### src/rtl/blid_pkg.sv
// Package for the bounded list block: list depth, derived widths, operation,
// status and sequencer state codes. No dependencies.
`default_nettype none

package blid_pkg;

  localparam int DEPTH   = 16;
  localparam int IDX_W   = $clog2(DEPTH);
  localparam int OCC_W   = $clog2(DEPTH + 1);
  localparam int DATA_W  = 32;
  localparam int KIND_W  = 3;
  localparam int POS_W   = 10;
  localparam int STAT_W  = 2;
  localparam int ENT_W   = 11;

  typedef enum logic [KIND_W-1:0] {
    K_INS_FRONT = 3'd0,
    K_DEL_FRONT = 3'd1,
    K_DEL_END   = 3'd2,
    K_DEL_POS   = 3'd3,
    K_READ_POS  = 3'd4
  } kind_t;

  typedef enum logic [STAT_W-1:0] {
    ST_OK    = 2'd0,
    ST_EMPTY = 2'd1,
    ST_RANGE = 2'd2,
    ST_FULL  = 2'd3
  } status_t;

  typedef enum logic [3:0] {
    S_IDLE,
    S_INS,
    S_INS_END,
    S_INS_FIN,
    S_DEL,
    S_DEL_END,
    S_RD,
    S_RD_END,
    S_DONE
  } state_t;

endpackage

`default_nettype wire

### src/rtl/blid_in_if.sv
// Input channel of the bounded list block: valid/ready handshake and one
// operation item. Depends on blid_pkg for field widths.
`default_nettype none

interface blid_in_if;
  logic                               valid;
  logic                               ready;
  logic [blid_pkg::KIND_W-1:0]        kind;
  logic signed [blid_pkg::DATA_W-1:0] value;
  logic [blid_pkg::POS_W-1:0]         position;

  modport source (output valid, kind, value, position, input ready);
  modport sink   (input valid, kind, value, position, output ready);
endinterface

`default_nettype wire

### src/rtl/blid_out_if.sv
// Result channel of the bounded list block: valid/ready handshake and one
// result item. Depends on blid_pkg for field widths.
`default_nettype none

interface blid_out_if;
  logic                               valid;
  logic                               ready;
  logic [blid_pkg::STAT_W-1:0]        status;
  logic signed [blid_pkg::DATA_W-1:0] data_out;
  logic [blid_pkg::ENT_W-1:0]         entries;

  modport source (output valid, status, data_out, entries, input ready);
  modport sink   (input valid, status, data_out, entries, output ready);
endinterface

`default_nettype wire

### src/rtl/bounded_list_insert_delete_top.sv
// Bounded ordered list top level: entry memory, shift sequencer, output register.
// Depends on blid_pkg, blid_in_if and blid_out_if.
//
// Holds up to DEPTH signed 32-bit entries with the front entry in slot 0 of a
// single-port-write, registered-read memory. One item is in work at a time;
// in_ch.ready is high only while the sequencer is idle. Every entry that moves
// passes once through the memory read port and once through its write port,
// overlapped, so the memory port pair sets the cost: an insert at the front
// moves every held entry one slot back (none in an empty list), a delete moves
// the entries after the deleted one one slot forward, and a read or a rejected
// item (empty, full, out of range, unknown kind) moves none. The result sits in
// an output register, so the sequencer takes and works the next item while a
// result waits to be taken, holding its own result until the register is free.
`default_nettype none

module bounded_list_insert_delete_top (
  input  wire        clk,
  input  wire        rst_n,
  blid_in_if.sink    in_ch,
  blid_out_if.source out_ch
);

  localparam int IW = blid_pkg::IDX_W;
  localparam int OW = blid_pkg::OCC_W;
  localparam int DW = blid_pkg::DATA_W;

  blid_pkg::state_t  state_r, state_nxt;
  logic [OW-1:0]     occ_r, occ_nxt;
  logic [IW-1:0]     cur_r, cur_nxt;
  logic [IW-1:0]     end_r, end_nxt;
  logic [IW-1:0]     start_r, start_nxt;
  logic              pend_r, pend_nxt;
  logic [IW-1:0]     pend_src_r, pend_src_nxt;
  logic [DW-1:0]     val_r, val_nxt;
  blid_pkg::status_t res_status_r, res_status_nxt;
  logic [DW-1:0]     res_data_r, res_data_nxt;
  logic              out_valid_r, out_valid_nxt;
  blid_pkg::status_t out_status_r, out_status_nxt;
  logic [DW-1:0]     out_data_r, out_data_nxt;
  logic [OW-1:0]     out_occ_r, out_occ_nxt;

  logic [DW-1:0]     mem [blid_pkg::DEPTH];
  logic [DW-1:0]     rd_data_r;
  logic              rd_en;
  logic [IW-1:0]     rd_addr;
  logic              wr_en;
  logic [IW-1:0]     wr_addr;
  logic [DW-1:0]     wr_data;

  logic              occ_full;
  logic              occ_zero;
  logic              pos_bad;
  logic [IW-1:0]     occ_last;
  logic [IW-1:0]     pos_idx;

  assign occ_full = (occ_r == OW'(blid_pkg::DEPTH));
  assign occ_zero = (occ_r == '0);
  assign occ_last = IW'(occ_r - OW'(1));
  assign pos_idx  = IW'(in_ch.position - blid_pkg::POS_W'(1));
  assign pos_bad  = (in_ch.position == '0) ||
                    ({1'b0, in_ch.position} > blid_pkg::ENT_W'(occ_r));

  always_ff @(posedge clk) begin
    if (rd_en) begin
      rd_data_r <= mem[rd_addr];
    end
    if (wr_en) begin
      mem[wr_addr] <= wr_data;
    end
  end

  always_comb begin
    state_nxt      = state_r;
    occ_nxt        = occ_r;
    cur_nxt        = cur_r;
    end_nxt        = end_r;
    start_nxt      = start_r;
    pend_nxt       = pend_r;
    pend_src_nxt   = pend_src_r;
    val_nxt        = val_r;
    res_status_nxt = res_status_r;
    res_data_nxt   = res_data_r;
    out_valid_nxt  = out_valid_r;
    out_status_nxt = out_status_r;
    out_data_nxt   = out_data_r;
    out_occ_nxt    = out_occ_r;
    rd_en          = 1'b0;
    rd_addr        = cur_r;
    wr_en          = 1'b0;
    wr_addr        = '0;
    wr_data        = rd_data_r;
    in_ch.ready    = 1'b0;

    if (out_valid_r && out_ch.ready) begin
      out_valid_nxt = 1'b0;
    end

    case (state_r)
      blid_pkg::S_IDLE: begin
        in_ch.ready = 1'b1;
        if (in_ch.valid) begin
          val_nxt        = in_ch.value;
          res_status_nxt = blid_pkg::ST_OK;
          res_data_nxt   = '0;
          pend_nxt       = 1'b0;
          end_nxt        = occ_last;
          state_nxt      = blid_pkg::S_DONE;
          case (in_ch.kind)
            blid_pkg::K_INS_FRONT: begin
              if (occ_full) begin
                res_status_nxt = blid_pkg::ST_FULL;
              end else if (occ_zero) begin
                wr_en   = 1'b1;
                wr_data = in_ch.value;
                occ_nxt = OW'(1);
              end else begin
                cur_nxt   = occ_last;
                state_nxt = blid_pkg::S_INS;
              end
            end
            blid_pkg::K_DEL_FRONT, blid_pkg::K_DEL_END: begin
              if (occ_zero) begin
                res_status_nxt = blid_pkg::ST_EMPTY;
              end else begin
                cur_nxt   = (in_ch.kind == blid_pkg::K_DEL_FRONT) ? '0 : occ_last;
                start_nxt = (in_ch.kind == blid_pkg::K_DEL_FRONT) ? '0 : occ_last;
                state_nxt = blid_pkg::S_DEL;
              end
            end
            blid_pkg::K_DEL_POS, blid_pkg::K_READ_POS: begin
              if (occ_zero) begin
                res_status_nxt = blid_pkg::ST_EMPTY;
              end else if (pos_bad) begin
                res_status_nxt = blid_pkg::ST_RANGE;
              end else begin
                cur_nxt   = pos_idx;
                start_nxt = pos_idx;
                state_nxt = (in_ch.kind == blid_pkg::K_DEL_POS) ?
                            blid_pkg::S_DEL : blid_pkg::S_RD;
              end
            end
            default: begin
              res_status_nxt = blid_pkg::ST_RANGE;
            end
          endcase
        end
      end

      // move entries one slot toward the back, last entry first
      blid_pkg::S_INS: begin
        rd_en = 1'b1;
        if (pend_r) begin
          wr_en   = 1'b1;
          wr_addr = pend_src_r + IW'(1);
        end
        pend_nxt     = 1'b1;
        pend_src_nxt = cur_r;
        if (cur_r == '0) begin
          state_nxt = blid_pkg::S_INS_END;
        end else begin
          cur_nxt = cur_r - IW'(1);
        end
      end

      blid_pkg::S_INS_END: begin
        wr_en     = 1'b1;
        wr_addr   = pend_src_r + IW'(1);
        state_nxt = blid_pkg::S_INS_FIN;
      end

      blid_pkg::S_INS_FIN: begin
        wr_en     = 1'b1;
        wr_addr   = '0;
        wr_data   = val_r;
        occ_nxt   = occ_r + OW'(1);
        state_nxt = blid_pkg::S_DONE;
      end

      // capture the deleted entry, then move later entries toward the front
      blid_pkg::S_DEL: begin
        rd_en = 1'b1;
        if (pend_r) begin
          if (pend_src_r == start_r) begin
            res_data_nxt = rd_data_r;
          end else begin
            wr_en   = 1'b1;
            wr_addr = pend_src_r - IW'(1);
          end
        end
        pend_nxt     = 1'b1;
        pend_src_nxt = cur_r;
        if (cur_r == end_r) begin
          state_nxt = blid_pkg::S_DEL_END;
        end else begin
          cur_nxt = cur_r + IW'(1);
        end
      end

      blid_pkg::S_DEL_END: begin
        if (pend_src_r == start_r) begin
          res_data_nxt = rd_data_r;
        end else begin
          wr_en   = 1'b1;
          wr_addr = pend_src_r - IW'(1);
        end
        occ_nxt   = occ_r - OW'(1);
        state_nxt = blid_pkg::S_DONE;
      end

      blid_pkg::S_RD: begin
        rd_en     = 1'b1;
        state_nxt = blid_pkg::S_RD_END;
      end

      blid_pkg::S_RD_END: begin
        res_data_nxt = rd_data_r;
        state_nxt    = blid_pkg::S_DONE;
      end

      blid_pkg::S_DONE: begin
        if (!out_valid_r || out_ch.ready) begin
          out_valid_nxt  = 1'b1;
          out_status_nxt = res_status_r;
          out_data_nxt   = res_data_r;
          out_occ_nxt    = occ_r;
          state_nxt      = blid_pkg::S_IDLE;
        end
      end

      default: begin
        state_nxt = blid_pkg::S_IDLE;
      end
    endcase
  end

  always_ff @(posedge clk) begin
    if (!rst_n) begin
      state_r     <= blid_pkg::S_IDLE;
      occ_r       <= '0;
      pend_r      <= 1'b0;
      out_valid_r <= 1'b0;
    end else begin
      state_r     <= state_nxt;
      occ_r       <= occ_nxt;
      pend_r      <= pend_nxt;
      out_valid_r <= out_valid_nxt;
    end
  end

  always_ff @(posedge clk) begin
    cur_r        <= cur_nxt;
    end_r        <= end_nxt;
    start_r      <= start_nxt;
    pend_src_r   <= pend_src_nxt;
    val_r        <= val_nxt;
    res_status_r <= res_status_nxt;
    res_data_r   <= res_data_nxt;
    out_status_r <= out_status_nxt;
    out_data_r   <= out_data_nxt;
    out_occ_r    <= out_occ_nxt;
  end

  assign out_ch.valid    = out_valid_r;
  assign out_ch.status   = out_status_r;
  assign out_ch.data_out = out_data_r;
  assign out_ch.entries  = blid_pkg::ENT_W'(out_occ_r);

`ifndef ASSERT_OFF
  a_occ_bound: assert property (@(posedge clk) disable iff (!rst_n)
    occ_r <= OW'(blid_pkg::DEPTH))
    else $error("entry count above depth");

  a_busy_after_accept: assert property (@(posedge clk) disable iff (!rst_n)
    in_ch.valid && in_ch.ready |=> !in_ch.ready)
    else $error("item accepted while previous item in work");

  a_write_in_range: assert property (@(posedge clk) disable iff (!rst_n)
    wr_en |-> OW'(wr_addr) <= occ_r)
    else $error("write beyond held entries");

  a_full_count: assert property (@(posedge clk) disable iff (!rst_n)
    out_valid_r && out_status_r == blid_pkg::ST_FULL |->
      out_occ_r == OW'(blid_pkg::DEPTH))
    else $error("full status with list not full");

  a_err_no_data: assert property (@(posedge clk) disable iff (!rst_n)
    out_valid_r && out_status_r != blid_pkg::ST_OK |-> out_data_r == '0)
    else $error("nonzero data on rejected item");
`endif

endmodule

`default_nettype wire
### src/flat_wrapper.sv
// flat-port wrapper written by rule: the top's interface ports become plain ports
module bounded_list_insert_delete_top_flat 
  (clk, rst_n, in_ch_valid, in_ch_kind, in_ch_value, in_ch_position, in_ch_ready, out_ch_valid, out_ch_status, out_ch_data_out, out_ch_entries, out_ch_ready);
  blid_in_if in_ch_i ();
  blid_out_if out_ch_i ();
  input  wire clk;
  input  wire rst_n;
  input wire logic [$bits(in_ch_i.valid)-1:0] in_ch_valid;
  input wire logic [$bits(in_ch_i.kind)-1:0] in_ch_kind;
  input wire logic [$bits(in_ch_i.value)-1:0] in_ch_value;
  input wire logic [$bits(in_ch_i.position)-1:0] in_ch_position;
  output wire logic [$bits(in_ch_i.ready)-1:0] in_ch_ready;
  output wire logic [$bits(out_ch_i.valid)-1:0] out_ch_valid;
  output wire logic [$bits(out_ch_i.status)-1:0] out_ch_status;
  output wire logic [$bits(out_ch_i.data_out)-1:0] out_ch_data_out;
  output wire logic [$bits(out_ch_i.entries)-1:0] out_ch_entries;
  input wire logic [$bits(out_ch_i.ready)-1:0] out_ch_ready;
  assign in_ch_i.valid = in_ch_valid;
  assign in_ch_i.kind = in_ch_kind;
  assign in_ch_i.value = in_ch_value;
  assign in_ch_i.position = in_ch_position;
  assign in_ch_ready = in_ch_i.ready;
  assign out_ch_valid = out_ch_i.valid;
  assign out_ch_status = out_ch_i.status;
  assign out_ch_data_out = out_ch_i.data_out;
  assign out_ch_entries = out_ch_i.entries;
  assign out_ch_i.ready = out_ch_ready;
  bounded_list_insert_delete_top u_core (.clk(clk), .rst_n(rst_n), .in_ch(in_ch_i), .out_ch(out_ch_i));
endmodule
### config.mk
export PLATFORM = sky130hd
export DESIGN_NAME = bounded_list_insert_delete_top_flat
export DESIGN_NICKNAME = d
export VERILOG_FILES = /design/src/rtl/blid_pkg.sv /design/src/rtl/blid_in_if.sv /design/src/rtl/blid_out_if.sv /design/src/rtl/bounded_list_insert_delete_top.sv /design/src/flat_wrapper.sv
export SDC_FILE = /design/constraint.sdc
export NUM_CORES = 1
export LEC_CHECK = 0
export BUFFER_PORTS_ARGS = -buffer_cell sky130_fd_sc_hd__clkbuf_2
export CORE_ASPECT_RATIO = 1.5
export CORE_MARGIN = 2
export CORE_UTILIZATION = 31
export CTS_CLUSTER_SIZE = 24
export DETAILED_ROUTE_END_ITERATION = 7
export SYNTH_ARGS = -nofsm -noshare
export SYNTH_HDL_FRONTEND = slang
export SYNTH_SLANG_ARGS = --single-unit
### constraint.sdc
create_clock -name clk -period 5.2 [get_ports clk]
set_clock_uncertainty 0.1 [all_clocks]
set_input_delay 1.04 -clock clk [delete_from_list [all_inputs] [get_ports clk]]
set_output_delay 1.04 -clock clk [all_outputs]
set_load 0.01 [all_outputs]
==> results.md <==
Global routing:
- The via count of the first global-routing pass was 13800.
- The first global-routing pass estimated 91890 um of wire.
- Entering global routing, the biggest net connects 89 pins.
- The initial antenna violation count is 4.
- The global-route usage over all layers is 14.06%.
- The global route total overflow is 0.

Run status:
- The flow ran to the end, and the final reports show no timing, DRC or antenna violations.

Cells and area:
- The core utilization of the finished layout is 35.89%.
- In the final layout, the share of cells above drive strength 1 is 27.87%.
- Compared with the post-synthesis result, the final layout area differs by 14.95%.
- The final net count is 1477.
- The finished layout holds 2595 standard cells, fillers aside.
- The total non-filler cell area in the finished layout is 30480 um2.

Critical path:
- Of all nets on the critical path, the largest fanout is 19.
- The critical path goes through nand2b_1 > a41oi_1 > and2_1 > a32oi_1 > nor2b_4 > buf_4.
- The element type at the critical path start is a flip-flop.
- Data on the critical path arrives at its endpoint at 3800 ps.
- The endpoint kind of the worst setup timing path is a flip-flop.
- The worst setup path is of the reg2reg kind.
- STA puts the critical path data required time at 5370 ps.
- The critical-path cell with the highest stage delay is nor2b_4.
- On the worst path, the slowest cell contributes a delay of 840 ps.

Drt:
- Dividing the detail-routed via count by the number of cells gives 4.999.
- The post-route DRC violation count is 0.
- The count of vias placed by the detailed router is 12970.
- The detailed router finished its first iteration with 1059 violations.
- The iteration count of the initial detailed-routing pass is 7.
- After detailed routing, the total wire length is 62510 um.
- The count of antenna-violating nets left after detailed routing is 0.
- In the final routed layout, each cell accounts on average for 24.09 um.

Timing:
- After layout, the worst setup slack is 1570 ps.
- Setup repair after global routing left no endpoint under its margin.
- The time the final worst path needs with I/O delays and setup is 3630 ps.
- The setup TNS is 0 ps.
- Dividing the final minimum period by the clock period gives 69.81%.
- The transition time at the pin with the least slew margin is 1147 ps.
- Setup violations remaining at the end of the flow were counted as 0.
- The final hold violation count is 0.
- The worst slack on hold paths is 311.2 ps.
- The highest clock frequency the design can meet is 275.5 MHz.
- The max-slew violation count is 0.
- Measured against its own limit, the worst slew margin works out to 23.51%.

Synth:
- Counting flops with an async set or reset pin after synthesis yields a share of 0%.
- After synthesis, flip-flops and latches occupy 76.15% of the total area.
- The number of synthesized register bits is 676.
- The number of different library cells used by synthesis comes to 68.
- Averaged over all synthesized cells, the footprint is 20.46 um2.
- For this run, the leading register cell type out of synthesis is edfxtp_1.
- The synthesized netlist cell count is 1296.
- The number of enable flip-flop cells after synthesis is 665.
- The synthesized area is 26510 um2.
- For this run, the number of Yosys warnings is 0.

CTS:
- TritonCTS built the clock tree.
- The number of buffers added by the clock tree synthesis step is 58.
- Clock-pin slew was measured on the worst setup and hold paths at 70 ps.
- The hold-fix buffer count after cts is 0.
- The quantity of gates resized following cts is 0.
- The total setup buffers inserted after CTS is 0.
- The longest clock path from root to sink contains 3 buffers.
- The tree is rooted in a clkbuf_16.
- The clock latency of the later-clocked register in the worst-skew pair is 620 ps.
- The number of levels in the clock H-tree is 2.
- The sink count of the clock tree is 676.

Floorplanning:
- In this run the count of I/O pins placed on the die edge is 96.
- The die covers 87930 um2.
- The height of the chip is 362.2 um.
- The initial core utilization is 31.23%.
- In this run the standard cell core region covers 84900 um2.
- The row count is 131.
- Measured along the x axis, the die boundary spans 242.8 um.

Place:
- The placed instances occupy a cell area of 28520 um2.
- The HPWL reported at the end of detailed placement is 34590 um.
- The cell count after placement is 2485.
- The post-placement setup slack is 1082 ps.
- At the end of routability-driven placement, the weighted congestion stood at 0.7867.
- The count of buffers from port buffering is 89.

Power:
- The static leakage is 9.692 nW.
- VDD sags by at most 266.2 uV.
- The final total power is 10.81 mW.
- The power density over the cells is 354.7 nW/um2.

Worst hold path:
- The worst hold path belongs to the class reg2reg.

Job:
- Max-cap violations in this run came to 0.
==> cells by family after synthesis <==
group           synth area share [%]
xor+xnor                      0.6937
mux                            13.71
buf+inv                        1.694
fa+ha+maj                     0.6418
compound gates                 2.959
flops                          76.15
simple gates                   4.134
other cells                  0.01414
==> path summary, 6_finish.rpt <==
check / cells past startpoint / slack, ps / startpoint / end
setup reg to reg: 6 / 1570 / u_core.state_r[2]$_SDFFE_PN0P_ / u_core.mem[13][26]$_DFFE_PP_
hold / removal: 0 / 310 / u_core.res_data_r[17]$_SDFFCE_PN0P_ / u_core.out_ch.data_out[17]$_DFFE_PP_
hold reg to reg: 0 / 310 / u_core.res_data_r[17]$_SDFFCE_PN0P_ / u_core.out_ch.data_out[17]$_DFFE_PP_
setup / recovery: 6 / 1570 / u_core.state_r[2]$_SDFFE_PN0P_ / u_core.mem[13][26]$_DFFE_PP_
==> metal layers <==
layer	vias up	GRT usage [%]	part of all wire, %
met5	-	0	0.056
met3	86	1.983	5.1
met2	392	25.93	54
met4	6	3.898	2.0
li1	5519	-	-
met1	6969	17.09	39
==> sequential cells by signal, summed over array words and instances, names as in the netlist <==
signal                  flops
u_core.mem                512
u_core.out_ch.data_out     32
u_core.rd_data_r           32
u_core.res_data_r          32
u_core.val_r               32
u_core.occ_r                5
u_core.out_occ_r            5
u_core.cur_r                4
u_core.end_r                4
u_core.pend_src_r           4
u_core.start_r              4
u_core.state_r              4
u_core.out_ch.status        2
u_core.res_status_r         2
u_core.out_ch.valid         1
u_core.pend_r               1
==> Yosys cell counts, types with 14 or more instances <==
| master | instances | area share, % |
|---|---|---|
| edfxtp_1 | 665 | 75 |
| mux4_2 | 160 | 14 |
| nand2_1 | 82 | 1.2 |
| and2_1 | 36 | 0.85 |
| nor2_1 | 35 | 0.50 |
| a22oi_1 | 33 | 0.93 |
| clkbuf_1 | 31 | 0.44 |
| inv_1 | 24 | 0.34 |
| buf_2 | 20 | 0.38 |
| a21oi_1 | 17 | 0.32 |
| buf_4 | 14 | 0.40 |
| o21ai_0 | 14 | 0.26 |
==> critical path: cells and delay by family, from the launching register on <==
kind,cells,cell delay [ps]
buffers and inverters,1,480
AND/OR/NAND/NOR,3,1160
AO/OA/AOI/OAI,2,800
flip-flops,1,720
==> cell usage in the layout (no fill, tap or decap), types with 8 or more instances in the layout <==
cell,n
nand2b_1,9
clkbuf_16,59
clkinv_1,9
xor2_1,9
a21oi_1,16
clkbuf_1,12
bufinv_16,8
nand2_1,82
nand3_1,13
xnor2_1,12
nor3_1,8
mux4_2,160
clkinv_2,9
edfxtp_1,665
a22oi_1,33
buf_4,32
o21ai_0,14
dfxtp_1,11
and2_1,36
clkbuf_2,89
inv_1,23
nor2_1,22
ha_1,12
nor2_4,13
==> power by group <==
group / total (mW) / leakage [nW] / internal (mW) / switching [mW]
clock network: 4.48 / 0.941 / 2.50 / 1.98
registers: 6.03 / 6.13 / 6.00 / 0.0216
logic: 0.301 / 2.62 / 0.113 / 0.188
total: 10.8 / 9.69 / 8.62 / 2.19
==> cell type report <==
cell class	instances	area [um2]
multi-input combinational	530	6061
clock buffer	71	1521
sequential	676	20190
tap	1130	1414
inverter	24	90.09
fill	7890	54430
timing repair buffer	125	765.7
clock inverter	38	431.7
antenna	1	2.502
Note: power is estimated with default switching activity, not from simulation.
